## config.mk

```make
export PLATFORM = sky130hd
export DESIGN_NAME = rgb_to_hsv_converter_top
export DESIGN_NICKNAME = d
export VERILOG_FILES = /design/src/rtl/rgb2hsv_pkg.sv /design/src/rtl/rgb2hsv_front.sv /design/src/rtl/rgb2hsv_divider.sv /design/src/rtl/rgb2hsv_back.sv /design/src/rtl/rgb_to_hsv_converter_top.sv
export SDC_FILE = /design/constraint.sdc
export NUM_CORES = 1
export LEC_CHECK = 0
export ABC_AREA = 1
export BUFFER_PORTS_ARGS = -buffer_cell sky130_fd_sc_hd__buf_4
export CORE_MARGIN = 3
export CORE_UTILIZATION = 55
export CTS_BUF_LIST = sky130_fd_sc_hd__clkbuf_8
export DETAILED_ROUTE_END_ITERATION = 10
export GPL_TIMING_DRIVEN = 0
export HOLD_SLACK_MARGIN = 0.06
export PLACE_DENSITY = 0.71
export SETUP_SLACK_MARGIN = 0.5
export SLEW_MARGIN = 10
export SYNTH_ARGS = -nofsm -noshare
export SYNTH_HDL_FRONTEND = slang
export SYNTH_SLANG_ARGS = --single-unit
```

## constraint.sdc

```tcl
create_clock -name clk -period 8.7 [get_ports clk]
set_input_delay 1.74 -clock clk [delete_from_list [all_inputs] [get_ports clk]]
set_output_delay 1.74 -clock clk [all_outputs]
set_load 0.02 [all_outputs]
```

## src/rtl/rgb2hsv_pkg.sv

```systemverilog
// ============================================================================
// rgb2hsv_pkg
// Shared types and constants of the RGB to HSV pixel converter.
// ============================================================================
package rgb2hsv_pkg;

    // Hue scale: 1/64 degree per step
    localparam int HUE_W   = 15;
    localparam int HUE_Q_W = 12;   // hue quotient never exceeds sixty degrees

    localparam logic [HUE_Q_W-1:0] HUE_SIXTY     = 12'd3840;
    localparam logic [HUE_W-1:0]   HUE_FULL      = 15'd23040;
    localparam logic [HUE_W-1:0]   HUE_OFS_RED   = 15'd0;
    localparam logic [HUE_W-1:0]   HUE_OFS_GREEN = 15'd7680;
    localparam logic [HUE_W-1:0]   HUE_OFS_BLUE  = 15'd15360;

    // Hue sector, picked by the largest component (red wins ties, then green)
    typedef logic [1:0] sector_t;
    localparam sector_t SECTOR_RED   = 2'd0;
    localparam sector_t SECTOR_GREEN = 2'd1;
    localparam sector_t SECTOR_BLUE  = 2'd2;

    typedef struct packed {
        sector_t sector;
        logic    neg;       // sector difference is negative
        logic    delta_nz;  // max differs from min
        logic    max_nz;    // pixel is not black
    } hue_flags_t;

endpackage

```

## src/rtl/rgb2hsv_front.sv

```systemverilog
// ============================================================================
// rgb2hsv_front
// Two pipeline stages: max/min/sector select, then the dividend products.
// ============================================================================
module rgb2hsv_front #(
    parameter int COMPONENT_BITS = 8,
    parameter int STEPS          = 12
) (
    input  logic                              clk,
    input  logic                              rst_n,
    input  logic                              in_valid,
    output logic                              in_ready,
    input  logic [COMPONENT_BITS-1:0]         red,
    input  logic [COMPONENT_BITS-1:0]         green,
    input  logic [COMPONENT_BITS-1:0]         blue,
    output logic                              out_valid,
    input  logic                              out_ready,
    output logic [COMPONENT_BITS+STEPS-1:0]   num_hue,
    output logic [COMPONENT_BITS+STEPS-1:0]   num_sat,
    output logic [COMPONENT_BITS-1:0]         den_hue,
    output logic [COMPONENT_BITS-1:0]         den_sat,
    output rgb2hsv_pkg::hue_flags_t           flags,
    output logic [COMPONENT_BITS-1:0]         brightness
);

    localparam int NUM_W = COMPONENT_BITS + STEPS;
    localparam logic [NUM_W-1:0] FULL = NUM_W'((1 << COMPONENT_BITS) - 1);

    logic                        s1_ready;
    logic                        s2_ready;

    logic                        s1_valid_reg;
    logic [COMPONENT_BITS-1:0]   s1_delta_reg;
    logic [COMPONENT_BITS-1:0]   s1_mag_reg;
    logic [COMPONENT_BITS-1:0]   s1_max_reg;
    rgb2hsv_pkg::hue_flags_t     s1_flags_reg;

    logic                        s2_valid_reg;
    logic [NUM_W-1:0]            s2_num_hue_reg;
    logic [NUM_W-1:0]            s2_num_sat_reg;
    logic [COMPONENT_BITS-1:0]   s2_delta_reg;
    logic [COMPONENT_BITS-1:0]   s2_max_reg;
    rgb2hsv_pkg::hue_flags_t     s2_flags_reg;

    logic [COMPONENT_BITS-1:0]   max_next;
    logic [COMPONENT_BITS-1:0]   min_next;
    logic [COMPONENT_BITS-1:0]   op_a;
    logic [COMPONENT_BITS-1:0]   op_b;
    logic [COMPONENT_BITS-1:0]   delta_next;
    logic [COMPONENT_BITS-1:0]   mag_next;
    rgb2hsv_pkg::hue_flags_t     flags_next;

    assign s2_ready = !s2_valid_reg || out_ready;
    assign s1_ready = !s1_valid_reg || s2_ready;
    assign in_ready = s1_ready;

    always_comb
    begin
        max_next = red;
        min_next = red;
        if (green > max_next)
        begin
            max_next = green;
        end
        if (blue > max_next)
        begin
            max_next = blue;
        end
        if (green < min_next)
        begin
            min_next = green;
        end
        if (blue < min_next)
        begin
            min_next = blue;
        end
        delta_next = max_next - min_next;

        if (max_next == red)
        begin
            flags_next.sector = rgb2hsv_pkg::SECTOR_RED;
            op_a = green;
            op_b = blue;
        end
        else if (max_next == green)
        begin
            flags_next.sector = rgb2hsv_pkg::SECTOR_GREEN;
            op_a = blue;
            op_b = red;
        end
        else
        begin
            flags_next.sector = rgb2hsv_pkg::SECTOR_BLUE;
            op_a = red;
            op_b = green;
        end
        flags_next.neg      = (op_a < op_b);
        flags_next.delta_nz = (delta_next != '0);
        flags_next.max_nz   = (max_next != '0);
        mag_next = flags_next.neg ? (op_b - op_a) : (op_a - op_b);
    end

    always_ff @(posedge clk or negedge rst_n)
    begin
        if (!rst_n)
        begin
            s1_valid_reg <= 1'b0;
            s2_valid_reg <= 1'b0;
        end
        else
        begin
            if (s1_ready)
            begin
                s1_valid_reg <= in_valid;
            end
            if (s2_ready)
            begin
                s2_valid_reg <= s1_valid_reg;
            end
        end
    end

    always_ff @(posedge clk)
    begin
        if (s1_ready && in_valid)
        begin
            s1_delta_reg <= delta_next;
            s1_mag_reg   <= mag_next;
            s1_max_reg   <= max_next;
            s1_flags_reg <= flags_next;
        end
        if (s2_ready && s1_valid_reg)
        begin
            s2_num_hue_reg <= NUM_W'(s1_mag_reg) * NUM_W'(rgb2hsv_pkg::HUE_SIXTY);
            s2_num_sat_reg <= NUM_W'(s1_delta_reg) * FULL;
            s2_delta_reg   <= s1_delta_reg;
            s2_max_reg     <= s1_max_reg;
            s2_flags_reg   <= s1_flags_reg;
        end
    end

    assign out_valid  = s2_valid_reg;
    assign num_hue    = s2_num_hue_reg;
    assign num_sat    = s2_num_sat_reg;
    assign den_hue    = s2_delta_reg;
    assign den_sat    = s2_max_reg;
    assign flags      = s2_flags_reg;
    assign brightness = s2_max_reg;

endmodule

```

## src/rtl/rgb2hsv_divider.sv

```systemverilog
// ============================================================================
// rgb2hsv_divider
// Pipelined restoring divider, two lanes in lockstep, one quotient bit
// per stage.
// ============================================================================
module rgb2hsv_divider #(
    parameter int COMPONENT_BITS = 8,
    parameter int STEPS          = 12
) (
    input  logic                              clk,
    input  logic                              rst_n,
    input  logic                              in_valid,
    output logic                              in_ready,
    input  logic [COMPONENT_BITS+STEPS-1:0]   num_hue,
    input  logic [COMPONENT_BITS+STEPS-1:0]   num_sat,
    input  logic [COMPONENT_BITS-1:0]         den_hue,
    input  logic [COMPONENT_BITS-1:0]         den_sat,
    input  rgb2hsv_pkg::hue_flags_t           in_flags,
    input  logic [COMPONENT_BITS-1:0]         in_brightness,
    output logic                              out_valid,
    input  logic                              out_ready,
    output logic [STEPS-1:0]                  quo_hue,
    output logic                              rem_nz_hue,
    output logic [STEPS-1:0]                  quo_sat,
    output rgb2hsv_pkg::hue_flags_t           out_flags,
    output logic [COMPONENT_BITS-1:0]         out_brightness
);

    localparam int LANES = 2;

    // Index 0 is the input side, index k+1 is the register of stage k
    logic                          src_valid [0:STEPS];
    logic [COMPONENT_BITS-1:0]     src_rem   [0:STEPS][0:LANES-1];
    logic [STEPS-1:0]              src_sh    [0:STEPS][0:LANES-1];
    logic [COMPONENT_BITS-1:0]     src_den   [0:STEPS][0:LANES-1];
    rgb2hsv_pkg::hue_flags_t       src_flags [0:STEPS];
    logic [COMPONENT_BITS-1:0]     src_bright[0:STEPS];
    logic                          rdy       [0:STEPS];

    assign src_valid[0]    = in_valid;
    assign src_rem[0][0]   = num_hue[COMPONENT_BITS+STEPS-1:STEPS];
    assign src_sh[0][0]    = num_hue[STEPS-1:0];
    assign src_den[0][0]   = den_hue;
    assign src_rem[0][1]   = num_sat[COMPONENT_BITS+STEPS-1:STEPS];
    assign src_sh[0][1]    = num_sat[STEPS-1:0];
    assign src_den[0][1]   = den_sat;
    assign src_flags[0]    = in_flags;
    assign src_bright[0]   = in_brightness;
    assign rdy[STEPS]      = out_ready;
    assign in_ready        = rdy[0];

    for (genvar k = 0; k < STEPS; k++)
    begin : g_stage
        logic                        valid_reg;
        logic [COMPONENT_BITS-1:0]   rem_reg   [0:LANES-1];
        logic [STEPS-1:0]            sh_reg    [0:LANES-1];
        logic [COMPONENT_BITS-1:0]   den_reg   [0:LANES-1];
        logic [COMPONENT_BITS-1:0]   rem_next  [0:LANES-1];
        logic [STEPS-1:0]            sh_next   [0:LANES-1];
        rgb2hsv_pkg::hue_flags_t     flags_reg;
        logic [COMPONENT_BITS-1:0]   bright_reg;

        assign rdy[k] = !valid_reg || rdy[k+1];

        for (genvar l = 0; l < LANES; l++)
        begin : g_lane
            logic [COMPONENT_BITS:0] trial;
            logic [COMPONENT_BITS:0] diff;
            logic                    ge;

            always_comb
            begin
                trial = {src_rem[k][l], src_sh[k][l][STEPS-1]};
                diff  = trial - {1'b0, src_den[k][l]};
                ge    = (trial >= {1'b0, src_den[k][l]});
                rem_next[l] = ge ? diff[COMPONENT_BITS-1:0] : trial[COMPONENT_BITS-1:0];
                sh_next[l]  = {src_sh[k][l][STEPS-2:0], ge};
            end
        end

        always_ff @(posedge clk or negedge rst_n)
        begin
            if (!rst_n)
            begin
                valid_reg <= 1'b0;
            end
            else if (rdy[k])
            begin
                valid_reg <= src_valid[k];
            end
        end

        always_ff @(posedge clk)
        begin
            if (rdy[k] && src_valid[k])
            begin
                for (int l = 0; l < LANES; l++)
                begin
                    rem_reg[l] <= rem_next[l];
                    sh_reg[l]  <= sh_next[l];
                    den_reg[l] <= src_den[k][l];
                end
                flags_reg  <= src_flags[k];
                bright_reg <= src_bright[k];
            end
        end

        assign src_valid[k+1]  = valid_reg;
        assign src_flags[k+1]  = flags_reg;
        assign src_bright[k+1] = bright_reg;
        for (genvar l = 0; l < LANES; l++)
        begin : g_out
            assign src_rem[k+1][l] = rem_reg[l];
            assign src_sh[k+1][l]  = sh_reg[l];
            assign src_den[k+1][l] = den_reg[l];
        end
    end

    assign out_valid      = src_valid[STEPS];
    assign quo_hue        = src_sh[STEPS][0];
    assign rem_nz_hue     = (src_rem[STEPS][0] != '0);
    assign quo_sat        = src_sh[STEPS][1];
    assign out_flags      = src_flags[STEPS];
    assign out_brightness = src_bright[STEPS];

endmodule

```

## src/rtl/rgb2hsv_back.sv

```systemverilog
// ============================================================================
// rgb2hsv_back
// Hue sector offset and wrap, saturation select, output register.
// ============================================================================
module rgb2hsv_back #(
    parameter int COMPONENT_BITS = 8,
    parameter int STEPS          = 12
) (
    input  logic                               clk,
    input  logic                               rst_n,
    input  logic                               in_valid,
    output logic                               in_ready,
    input  logic [STEPS-1:0]                   quo_hue,
    input  logic                               rem_nz_hue,
    input  logic [STEPS-1:0]                   quo_sat,
    input  rgb2hsv_pkg::hue_flags_t            flags,
    input  logic [COMPONENT_BITS-1:0]          in_brightness,
    output logic                               out_valid,
    input  logic                               out_ready,
    output logic [rgb2hsv_pkg::HUE_W-1:0]      hue,
    output logic [COMPONENT_BITS-1:0]          saturation,
    output logic [COMPONENT_BITS-1:0]          brightness
);

    localparam int HW = rgb2hsv_pkg::HUE_W;
    localparam int QW = rgb2hsv_pkg::HUE_Q_W;

    logic                        valid_reg;
    logic [HW-1:0]               hue_reg;
    logic [COMPONENT_BITS-1:0]   sat_reg;
    logic [COMPONENT_BITS-1:0]   bright_reg;

    logic [HW-1:0]               offset;
    logic [HW-1:0]               up;
    logic [HW-1:0]               hue_next;
    logic [COMPONENT_BITS-1:0]   sat_next;

    assign in_ready = !valid_reg || out_ready;

    always_comb
    begin
        case (flags.sector)
            rgb2hsv_pkg::SECTOR_RED:   offset = rgb2hsv_pkg::HUE_OFS_RED;
            rgb2hsv_pkg::SECTOR_GREEN: offset = rgb2hsv_pkg::HUE_OFS_GREEN;
            rgb2hsv_pkg::SECTOR_BLUE:  offset = rgb2hsv_pkg::HUE_OFS_BLUE;
            default:                   offset = rgb2hsv_pkg::HUE_OFS_RED;
        endcase

        // Negative difference: subtract the ceiling of the quotient
        up = HW'(quo_hue[QW-1:0]) + HW'(rem_nz_hue);

        if (!flags.delta_nz)
        begin
            hue_next = '0;
        end
        else if (!flags.neg)
        begin
            hue_next = offset + HW'(quo_hue[QW-1:0]);
        end
        else if (flags.sector == rgb2hsv_pkg::SECTOR_RED)
        begin
            hue_next = rgb2hsv_pkg::HUE_FULL - up;
        end
        else
        begin
            hue_next = offset - up;
        end

        sat_next = flags.max_nz ? quo_sat[COMPONENT_BITS-1:0] : '0;
    end

    always_ff @(posedge clk or negedge rst_n)
    begin
        if (!rst_n)
        begin
            valid_reg <= 1'b0;
        end
        else if (in_ready)
        begin
            valid_reg <= in_valid;
        end
    end

    always_ff @(posedge clk)
    begin
        if (in_ready && in_valid)
        begin
            hue_reg    <= hue_next;
            sat_reg    <= sat_next;
            bright_reg <= in_brightness;
        end
    end

    assign out_valid  = valid_reg;
    assign hue        = hue_reg;
    assign saturation = sat_reg;
    assign brightness = bright_reg;

endmodule

```

## src/rtl/rgb_to_hsv_converter_top.sv

```systemverilog
// ============================================================================
// rgb_to_hsv_converter_top
// RGB to HSV pixel converter, one pixel per clock unless the receiver stalls.
// ============================================================================
// Usage:
//   Pixels enter on the s_ stream (red, green, blue) and leave on the m_
//   stream (hue in 1/64 degree, saturation, brightness). A transfer happens
//   on a rising edge with tvalid and tready both high.
//   From input transfer to m_tvalid a pixel passes two front stages
//   (min/max and sector, then dividend products), one divider stage per
//   quotient bit, and the output register. The divider pipeline, one
//   restoring step per stage, makes up most of the pipeline depth.
//   Throughput is one pixel per cycle while m_tready stays high; every stage
//   holds its own valid bit, so empty stages fill while the output waits.
//   When the receiver drops m_tready, the pipeline keeps filling until all
//   stages hold a pixel; then s_tready falls. No pixel is lost or repeated.
//   Reset clears all valid bits; s_tready is high from reset on, so the
//   block accepts pixels as soon as rst_n rises.
// ============================================================================
module rgb_to_hsv_converter_top #(
    parameter int COMPONENT_BITS = 8
) (
    input  logic                    clk,
    input  logic                    rst_n,
    input  logic                    s_tvalid,
    output logic                    s_tready,
    input  logic [((3*COMPONENT_BITS+7)/8)*8-1:0] s_tdata,   // red, green, blue
    output logic                    m_tvalid,
    input  logic                    m_tready,
    output logic [((rgb2hsv_pkg::HUE_W+2*COMPONENT_BITS+7)/8)*8-1:0] m_tdata
                                                    // hue, saturation, brightness
);

    localparam int STEPS  = (COMPONENT_BITS > rgb2hsv_pkg::HUE_Q_W)
                            ? COMPONENT_BITS : rgb2hsv_pkg::HUE_Q_W;
    localparam int NUM_W  = COMPONENT_BITS + STEPS;
    localparam int OUT_W  = ((rgb2hsv_pkg::HUE_W + 2*COMPONENT_BITS + 7) / 8) * 8;

    logic                              fr_valid;
    logic                              fr_ready;
    logic [NUM_W-1:0]                  fr_num_hue;
    logic [NUM_W-1:0]                  fr_num_sat;
    logic [COMPONENT_BITS-1:0]         fr_den_hue;
    logic [COMPONENT_BITS-1:0]         fr_den_sat;
    rgb2hsv_pkg::hue_flags_t           fr_flags;
    logic [COMPONENT_BITS-1:0]         fr_bright;

    logic                              dv_valid;
    logic                              dv_ready;
    logic [STEPS-1:0]                  dv_quo_hue;
    logic                              dv_rem_nz_hue;
    logic [STEPS-1:0]                  dv_quo_sat;
    rgb2hsv_pkg::hue_flags_t           dv_flags;
    logic [COMPONENT_BITS-1:0]         dv_bright;

    logic [rgb2hsv_pkg::HUE_W-1:0]     hue;
    logic [COMPONENT_BITS-1:0]         saturation;
    logic [COMPONENT_BITS-1:0]         brightness;

    rgb2hsv_front #(
        .COMPONENT_BITS (COMPONENT_BITS),
        .STEPS          (STEPS)
    ) u_front (
        .clk        (clk),
        .rst_n      (rst_n),
        .in_valid   (s_tvalid),
        .in_ready   (s_tready),
        .red        (s_tdata[COMPONENT_BITS-1:0]),
        .green      (s_tdata[2*COMPONENT_BITS-1:COMPONENT_BITS]),
        .blue       (s_tdata[3*COMPONENT_BITS-1:2*COMPONENT_BITS]),
        .out_valid  (fr_valid),
        .out_ready  (fr_ready),
        .num_hue    (fr_num_hue),
        .num_sat    (fr_num_sat),
        .den_hue    (fr_den_hue),
        .den_sat    (fr_den_sat),
        .flags      (fr_flags),
        .brightness (fr_bright)
    );

    rgb2hsv_divider #(
        .COMPONENT_BITS (COMPONENT_BITS),
        .STEPS          (STEPS)
    ) u_divider (
        .clk            (clk),
        .rst_n          (rst_n),
        .in_valid       (fr_valid),
        .in_ready       (fr_ready),
        .num_hue        (fr_num_hue),
        .num_sat        (fr_num_sat),
        .den_hue        (fr_den_hue),
        .den_sat        (fr_den_sat),
        .in_flags       (fr_flags),
        .in_brightness  (fr_bright),
        .out_valid      (dv_valid),
        .out_ready      (dv_ready),
        .quo_hue        (dv_quo_hue),
        .rem_nz_hue     (dv_rem_nz_hue),
        .quo_sat        (dv_quo_sat),
        .out_flags      (dv_flags),
        .out_brightness (dv_bright)
    );

    rgb2hsv_back #(
        .COMPONENT_BITS (COMPONENT_BITS),
        .STEPS          (STEPS)
    ) u_back (
        .clk           (clk),
        .rst_n         (rst_n),
        .in_valid      (dv_valid),
        .in_ready      (dv_ready),
        .quo_hue       (dv_quo_hue),
        .rem_nz_hue    (dv_rem_nz_hue),
        .quo_sat       (dv_quo_sat),
        .flags         (dv_flags),
        .in_brightness (dv_bright),
        .out_valid     (m_tvalid),
        .out_ready     (m_tready),
        .hue           (hue),
        .saturation    (saturation),
        .brightness    (brightness)
    );

    assign m_tdata = OUT_W'({brightness, saturation, hue});

endmodule

```

## Yosys cells after proc, flatten, opt, wreduce, memory -nomap -nowiden

Memory sizes are Yosys's and may differ from the RTL's. A register that Yosys moved wholly into a read port is not among the register bits.
Index checks and enable logic that the tools add are counted.

| storage, ports and cells | value |
|---|---|
| memory bits (writable) | 656 |
| output and inout bits | 34 |
| memories kept | 35 |
| bits in latches | 0 |
| bits in read-only memories | 0 |
| bits of input ports | 28 |
| register bits after elaboration | 272 |
| logic and storage cells | 304 |

| operators by class | value |
|---|---|
| magnitude comparators | 29 |
| $mul | 2 |
| shift operators | 0 |
| reduce and logical (&&, ||, !) cells | 50 |
| div/mod/pow operators | 0 |
| $add $sub $neg | 31 |
| bitwise logic cells | 0 |
| eq/ne operators | 4 |
| multiplexer cells | 61 |

Memories:

| memory | depth | bits a word | rd ports | clocked after Yosys merged registers in | write ports | line | text |
|---|---|---|---|---|---|---|---|
| u_divider.g_stage[0].sh_reg | 2 | 12 | 2 | 0 | 2 | rgb2hsv_divider.sv:56 | `logic [STEPS-1:0] sh_reg [0:LANES-1];` |
| u_divider.g_stage[10].sh_reg | 2 | 12 | 2 | 0 | 2 | rgb2hsv_divider.sv:56 |  |
| u_divider.g_stage[11].sh_reg | 2 | 12 | 2 | 1 | 2 | rgb2hsv_divider.sv:56 |  |
| u_divider.g_stage[1].sh_reg | 2 | 12 | 2 | 0 | 2 | rgb2hsv_divider.sv:56 |  |
| u_divider.g_stage[2].sh_reg | 2 | 12 | 2 | 0 | 2 | rgb2hsv_divider.sv:56 |  |
| u_divider.g_stage[3].sh_reg | 2 | 12 | 2 | 0 | 2 | rgb2hsv_divider.sv:56 |  |
| 29 more memories | n/a | n/a | n/a | n/a | n/a | n/a |  |

Operators with widths:

| cell | count |
|---|---|
| 8-bit 2-to-1 mux | 33 |
| 8-bit subtractor | 26 |
| 9-bit by 8-bit greater-or-equal comparator with 1-bit output | 23 |
| 15-bit 2-to-1 mux | 2 |
| 14-bit case mux with 2 select lines | 1 |
| 8-bit less-than comparator | 3 |
| 1-bit 2-to-1 mux | 24 |
| 8-bit nonzero test | 3 |
| 8-bit == test | 2 |
| 8-bit > comparator | 2 |
| 1-bit logical NOT | 16 |
| 8-bit by 8-bit multiplier with 16-bit output (second input constant) | 1 |
| 14-bit by 12-bit adder with 15-bit output | 1 |
| 1-bit logical AND | 15 |
| 1-bit logical OR | 15 |
| 14-bit by 15-bit subtractor with 15-bit output | 1 |
| 15-bit subtractor (first input constant) | 1 |
| 12-bit by 1-bit adder with 13-bit output | 1 |
| 8-bit by 4-bit multiplier with 12-bit output (second input constant) | 1 |
| 5-bit by 8-bit greater-or-equal comparator with 1-bit output | 1 |
| 5-bit by 8-bit subtractor with 8-bit output | 1 |
| 2-bit by 1-bit == test with 1-bit output (second input constant) | 1 |
| 2-bit == test (second input constant) | 1 |
| 2-bit logical NOT | 1 |
| 2-bit 2-to-1 mux | 1 |

## Logic depth before layout (Yosys ltp)

Gate-level depths: netlist of run 1.

| logic depth | value |
|---|---|
| word-level depth | 17 |
| depth in mapped cells | 49 |
| gate-level depth less buffers | 46 |

## Modules after synthesis

A second synthesis of run 1 with hierarchy kept.

| unflattened totals | value |
|---|---|
| cells, all modules | 3876 |
| area total of the unflattened synthesis | 46834.9 um^2 |

Modules (own cells, without submodules):

| module | cells an instance | sequential area each (um^2) | instances | area each (um^2) |
|---|---|---|---|---|
| rgb2hsv_divider | 2772 | 24443.4 | 1 | 36921.7 |
| rgb2hsv_front | 796 | 2362.3 | 1 | 7477.2 |
| rgb2hsv_back | 306 | 955.9 | 1 | 2424.8 |
| rgb_to_hsv_converter_top | 2 | 0.0 | 1 | 11.3 |

## Worst setup path before layout of run 1

Ideal clock, no wire load.

| path | value |
|---|---|
| path kind | input-to-reg |
| start | input port s_tdata[7] |
| end | register u_front.s1_mag_reg[3] (data pin) |
| path slack | 1554 ps |
| arrival time | 6892 ps |
| stages | 42 |
| library setup time | 254 ps |
| path buffers | 4 |
| data required time | 8446 ps |
| cell sequence | inv_1 > ha_1 > a21o_1 > nor2_2 > nand2_4 > nand2_4 > clkbuf_1 > nand2_1 > o21ai_0 > inv_1 > ha_1 > a21oi_1 > nor2_1 > a211oi_1 > nand2_2 > nand2_4 > buf_6 > nand2_1 > [6 not listed] > buf_4 > nand2_4 > inv_2 > buf_6 > a221oi_2 > inv_2 > ha_1 > inv_1 > o21bai_1 > a31oi_1 > o21bai_1 > a21oi_1 > inv_1 > nor2_1 > nand2_1 > nand2_1 > xor2_1 > inv_1 |

RTL lines:

| what | line | text |
|---|---|---|
| from (decl) | rgb_to_hsv_converter_top.sv:27 | `input logic [((3*COMPONENT_BITS+7)/8)*8-1:0] s_tdata,` |
| to (signal assigned) | rgb2hsv_front.sv:128 | `s1_mag_reg <= mag_next;` |
| to (decl) | rgb2hsv_front.sv:34 | `logic [COMPONENT_BITS-1:0] s1_mag_reg;` |

==> impl_metrics.tcl, run 1 <==
set metrics [dict create \
    grt_pass1_vias 23766 \
    synth_edf_count 711 \
    place_congestion 0.898 \
    portBuffers 60 \
    synth_most_common_cell "edfxtp_1" \
    r2r_setup_slack_ps 3930 \
    postCtsSetupRepairBufs 0 \
    synth_area_sq_mm 0.0370 \
    synth_seq_area_share_pct 58.7 \
    synth_common_cells "711 x edfxtp_1, 539 x inv_1, 363 x nand2_1" \
    hold_viol 0 \
    hold_path.startpoint "u_divider.g_stage[2].sh_reg[0][20]" \
    cp_slowest_cell "ha_1" \
    synth_nets 3610 \
    cts_buffer_depth 3 \
    setup_viol 0 \
    post_drt_wl_per_cell_um 14.5 \
    htreeDepth 3 \
    clock.fmax_mhz 130 \
    cp.required_ps 9110 \
    dieArea_sq_mm 0.0704 \
    synth.area.top_cells "edfxtp_1 58%, ha_1 10%, inv_1 5.5%" \
    crit_path_end_kind "register" \
    cts-buffers-inserted 112 \
    drv_cap 0 \
    yosysWarningCount 0 \
    grt.total_usage_pct 18.3 \
    synth-async-reset-ratio_pct 2.07 \
    synth_top_flop_cell "edfxtp_1" \
    arrival_ps 8100 \
    rsz0062_at_grt "false" \
    worstSkewPairLatency_ps 700 \
    avgSynthCellArea_sq_um 11.5 \
    tritoncts "yes" \
    num_vias 22810 \
    holdWs_ps 394 \
    regToRegStartpoint "u_front.s1_delta_reg[3]" \
    path_class "input pin to register" \
    via_per_inst 5.25 \
    netlist_instances 3212 \
    max_stage_delay_ps 370 \
    syn_to_final_growth_pct 10.6 \
    ios 62 \
    slew_violations 0 \
    min_path_cells 0 \
    hold_class "register to register" \
    cts.sinks 726 \
    setup_tns_ps 0 \
    dr.first_iter.drc_count 1210 \
    whs_endpoint "u_divider.g_stage[3].sh_reg[0][21]" \
    min_period_ps 7690 \
    overflow 0 \
    clk_pin_slew_worst_paths_ps 60 \
    totalWireLength_mm 63.2 \
    worstSetupStartpointType "input pin" \
    worstPathMaxFanout 10 \
    worst_pin_slew_ps 860 \
    critPathMostFrequentCell "nand2_1" \
    row_count 94 \
    initial_utilization_pct 55.9 \
    synth_top_cell_by_area "edfxtp_1" \
    fp.coreArea_sq_mm 0.0662 \
    die_h_um 265 \
    r2r-end "u_front.num_sat[14]" \
    detail-route-antenna-nets 0 \
    drt-pass1-iter-count 6 \
    nNetsFinal 3797 \
    cts_hold_buffers 0 \
    min_period_over_period_pct 88.4 \
    ys_ff_latch 726 \
    cts_root_buf "clkbuf_8" \
    die-width_um 265 \
    relSlewSlack_pct 42.5 \
    reg2regPathDepth 22 \
    drc 0 \
    status "finished clean" \
    grt_max_degree 45 \
    grt_pass1_wl_mm 107 \
    cts_resized 0 \
    synth_cell_type_count 50 \
    layout-drive-gt1-share_pct 8.10 \
    antenna_found_initial 1 \
    yosys.area.top_type_share_pct 57.7 \
    clock_skew_ps 37.9 \
    largest_reg_flops 184 \
    place_hpwl_mm 48.2 \
]
==> cell usage in the layout, fill, tap and decap left out, types with 7 or more instances in the layout <==
cell type    n
o21bai_1    15
inv_2       21
xor2_1     124
clkbuf_1    28
o31ai_1      8
a21oi_1    233
a221oi_2     8
nor2_1     316
clkbuf_8   118
a211oi_1    20
nand3_1     77
ha_1       300
buf_12      13
buf_4       63
a21o_1       8
dfrtp_1     15
inv_1      569
nor3_1      26
nor2_4       7
edfxtp_1   711
nand2_1    363
nor4_1      11
fa_1        70
xnor2_1     43
clkinv_2     7
o21ai_0    167
nand2_2     10
clkinv_1    23
o211ai_1     9
nand4_1     31
==> through the flow <==
stage / instances / setup WS (ps) / area, sq um / util (%)
6_report: 4348 / 1010 / 40900 / 61.8
3_5_place_dp: 4149 / -165 / 38800 / 58.6
4_1_cts: 4347 / 596 / 40900 / 61.8
3_3_place_gp: 4136 / -192 / 38500 / 58.2
5_1_grt: 4348 / 513 / 40900 / 61.8
2_1_floorplan: 3212 / 1550 / 37000 / -
==> worst max-delay path by stage <==
stage,startpoint,cells after the start,slack (ps),endpoint
5_1_grt,s_tdata[7],42,510,u_front.s1_mag_reg[3]
6_report,s_tdata[6],40,1010,u_front.s1_mag_reg[6]
4_1_cts,s_tdata[7],42,600,u_front.s1_mag_reg[3]
3_5_place_dp,s_tdata[7],41,-170,u_front.s1_mag_reg[3]
2_1_floorplan,s_tdata[7],42,1550,u_front.s1_mag_reg[3]
3_3_place_gp,s_tdata[7],42,-190,u_front.s1_mag_reg[3]
==> kinds of logic after synthesis <==
logic type	after synthesis	share of synthesized area, %
buf+inv	589	6.08
compound gates	493	7.48
fa+ha+maj	370	13.9
xor+xnor	167	3.96
simple gates	866	9.79
other cells	1	0.0101
flops	726	58.7
==> final cells by class <==
cell class | count | area [sq um]
fill | 4977 | 25300
tap | 864 | 1080
clock inverter | 80 | 448
antenna | 1 | 2.50
multi-input combinational | 1897 | 13100
timing repair buffer | 73 | 711
sequential | 726 | 21700
inverter | 552 | 2070
clock buffer | 118 | 1620
buffer | 37 | 176
==> worst max-delay path, delay by kind of cell <==
kind	cells	cell delay, ps
adder cells (fa/ha/maj)	3	970
AO/OA/AOI/OAI	10	1990
buffers and inverters	10	1340
AND/OR/NAND/NOR	16	1870
XOR/XNOR	1	170
==> layer usage <==
metal  vias up  share of wire (%)  GRT usage (%)
li1      11349                  -              -
met4         0                3.5           8.40
met2       478                 55           35.8
met5         -                  0              0
met1     10806                 38           19.1
met3       177                3.6           2.90
Power of run 1 is not shown: default switching activity piles up to over one toggle a cycle in this logic, so the estimate is an artifact.
==> inputs of run 2 (changes only) <==
Settings changed: BUFFER_PORTS_ARGS -buffer_cell sky130_fd_sc_hd__buf_4 to unset, DONT_BUFFER_PORTS set to 1, PLACE_DENSITY 0.71 to 0.7.
==> run 2 against run 1 <==
Effect of this change:
- count of clock-buffer cells in the layout rose by 4
- critical path depth rose by 2
- design area shrank 1.1%
- global-route usage rose by 0.26 points
- maximum frequency grew 1.6%
==> impl_metrics.tcl, run 2 (same netlist as run 1, synthesis figures left out) <==
set metrics [dict create \
    postPlaceCellArea_sq_mm 0.0384 \
    cts.sinks 726 \
    place_hpwl_mm 48.8 \
    dp_worst_setup_slack_ps -3.37 \
    post_drt_wl_per_cell_um 14.9 \
    row_count 94 \
    fp.coreArea_sq_mm 0.0662 \
    crit_path_end_kind "register" \
    relSlewSlack_pct 21.9 \
    hold_class "register to register" \
    die-width_um 265 \
    htreeDepth 3 \
    cts_hold_buffers 0 \
    tritoncts "yes" \
    totalWireLength_mm 64.1 \
    initial_utilization_pct 55.9 \
    drv_cap 0 \
    layout-drive-gt1-share_pct 6.54 \
    syn_to_final_growth_pct 9.43 \
    nNetsFinal 3740 \
    postLayoutCellArea_sq_mm 0.0405 \
    via_per_inst 5.25 \
    holdWs_ps 390 \
    num_vias 22540 \
    cts_root_buf "clkbuf_8" \
    path_class "input pin to register" \
    antenna_found_initial 1 \
    final_common_cell "edfxtp_1" \
    dr.first_iter.drc_count 1208 \
    worstSetupStartpointType "input pin" \
    grt_pass1_wl_mm 108 \
    setup_ws_ps 1130 \
    min_period_ps 7570 \
    dieArea_sq_mm 0.0704 \
    overflow 0 \
    drt-pass1-iter-count 5 \
    slew_violations 0 \
    rsz0062_at_grt "false" \
    worst_pin_slew_ps 1160 \
    cts_buffer_depth 3 \
    clk_pin_slew_worst_paths_ps 60 \
    largest_reg_flops 184 \
    min_period_over_period_pct 87.0 \
    cts-buffers-inserted 115 \
    critPathMostFrequentCell "nand2_1" \
    cp_slowest_cell "ha_1" \
    ios 62 \
    dp.cells 4089 \
    place_congestion 0.908 \
    max_stage_delay_ps 370 \
    clock_skew_ps 35.0 \
    stdcell_count 4292 \
    arrival_ps 8000 \
    cp.required_ps 9140 \
    grt_max_degree 44 \
    detail-route-antenna-nets 0 \
    dr_wl_met2_mm 35.9 \
    worstPathMaxFanout 10 \
    clock.fmax_mhz 132 \
    grt.total_usage_pct 18.6 \
    final_cell_mix "711 x edfxtp_1, 566 x inv_1, 363 x nand2_1" \
    grt_pass1_vias 23593 \
    status "finished clean" \
    portBuffers 0 \
    drc 0 \
    dr_wl_met3_mm 2.60 \
    hold_viol 0 \
    worstSkewPairLatency_ps 690 \
    die_h_um 265 \
    top_layer "met4" \
    setup_viol 0 \
    met1_length_mm 23.4 \
]
[run 2: worst max-delay path, delay by kind of cell]
kind | cells | cell delay, ps
compound gates | 9 | 1580
xor+xnor | 1 | 140
fa+ha+maj | 3 | 960
buf+inv | 11 | 1610
simple gates | 18 | 1930
[run 2: area by class of cell]
| class | count | area [sq um] |
|---|---|---|
| multi-input cells | 1897 | 13100 |
| repair buffers | 13 | 260 |
| well taps | 864 | 1080 |
| flip-flops and latches | 726 | 21700 |
| clock inverters | 80 | 400 |
| plain buffers | 37 | 176 |
| clock buffers | 122 | 1680 |
| fillers | 5053 | 25700 |
| diodes | 1 | 2.50 |
| inverters | 552 | 2070 |
[run 2: stage by stage]
| stage | TNS, ps | utilization [%] |
|---|---|---|
| 2_1_floorplan | 0 | - |
| 3_3_place_gp | 0 | 57.5 |
| 3_5_place_dp | -5.86 | 58.0 |
| 4_1_cts | 0 | 61.1 |
| 5_1_grt | 0 | 61.1 |
| 6_report | 0 | 61.1 |
[run 2: routing by layer]
layer | up-vias | GRT usage, %
met4 | 0 | 7.76
li1 | 11222 | -
met3 | 144 | 3.44
met2 | 434 | 36.9
met1 | 10740 | 18.8
met5 | - | 0
[run 2: what timing repair did]
item,4_1_cts,5_1_grt
buffers inserted,0,0
hold endpoints to repair,0,0
setup endpoints to repair,0,7
gates resized for setup,0,5
[run 2: worst paths after layout]
check,slack (ps),end,cells after the start,startpoint
setup reg to reg,3120,u_front.s1_flags_reg[3],31,u_back.out_valid
setup / recovery,1130,u_front.s1_mag_reg[3],42,s_tdata[5]
hold / removal,390,u_divider.g_stage[6].sh_reg[0][4],0,u_divider.g_stage[5].sh_reg[0][3]
min in group asynchronous,740,u_divider.g_stage[1].valid_reg,0,rst_n
hold reg to reg,390,u_divider.g_stage[6].sh_reg[0][4],0,u_divider.g_stage[5].sh_reg[0][3]
max in group asynchronous,7880,u_back.out_valid,0,rst_n
Power of run 2 is left out for the same reason.
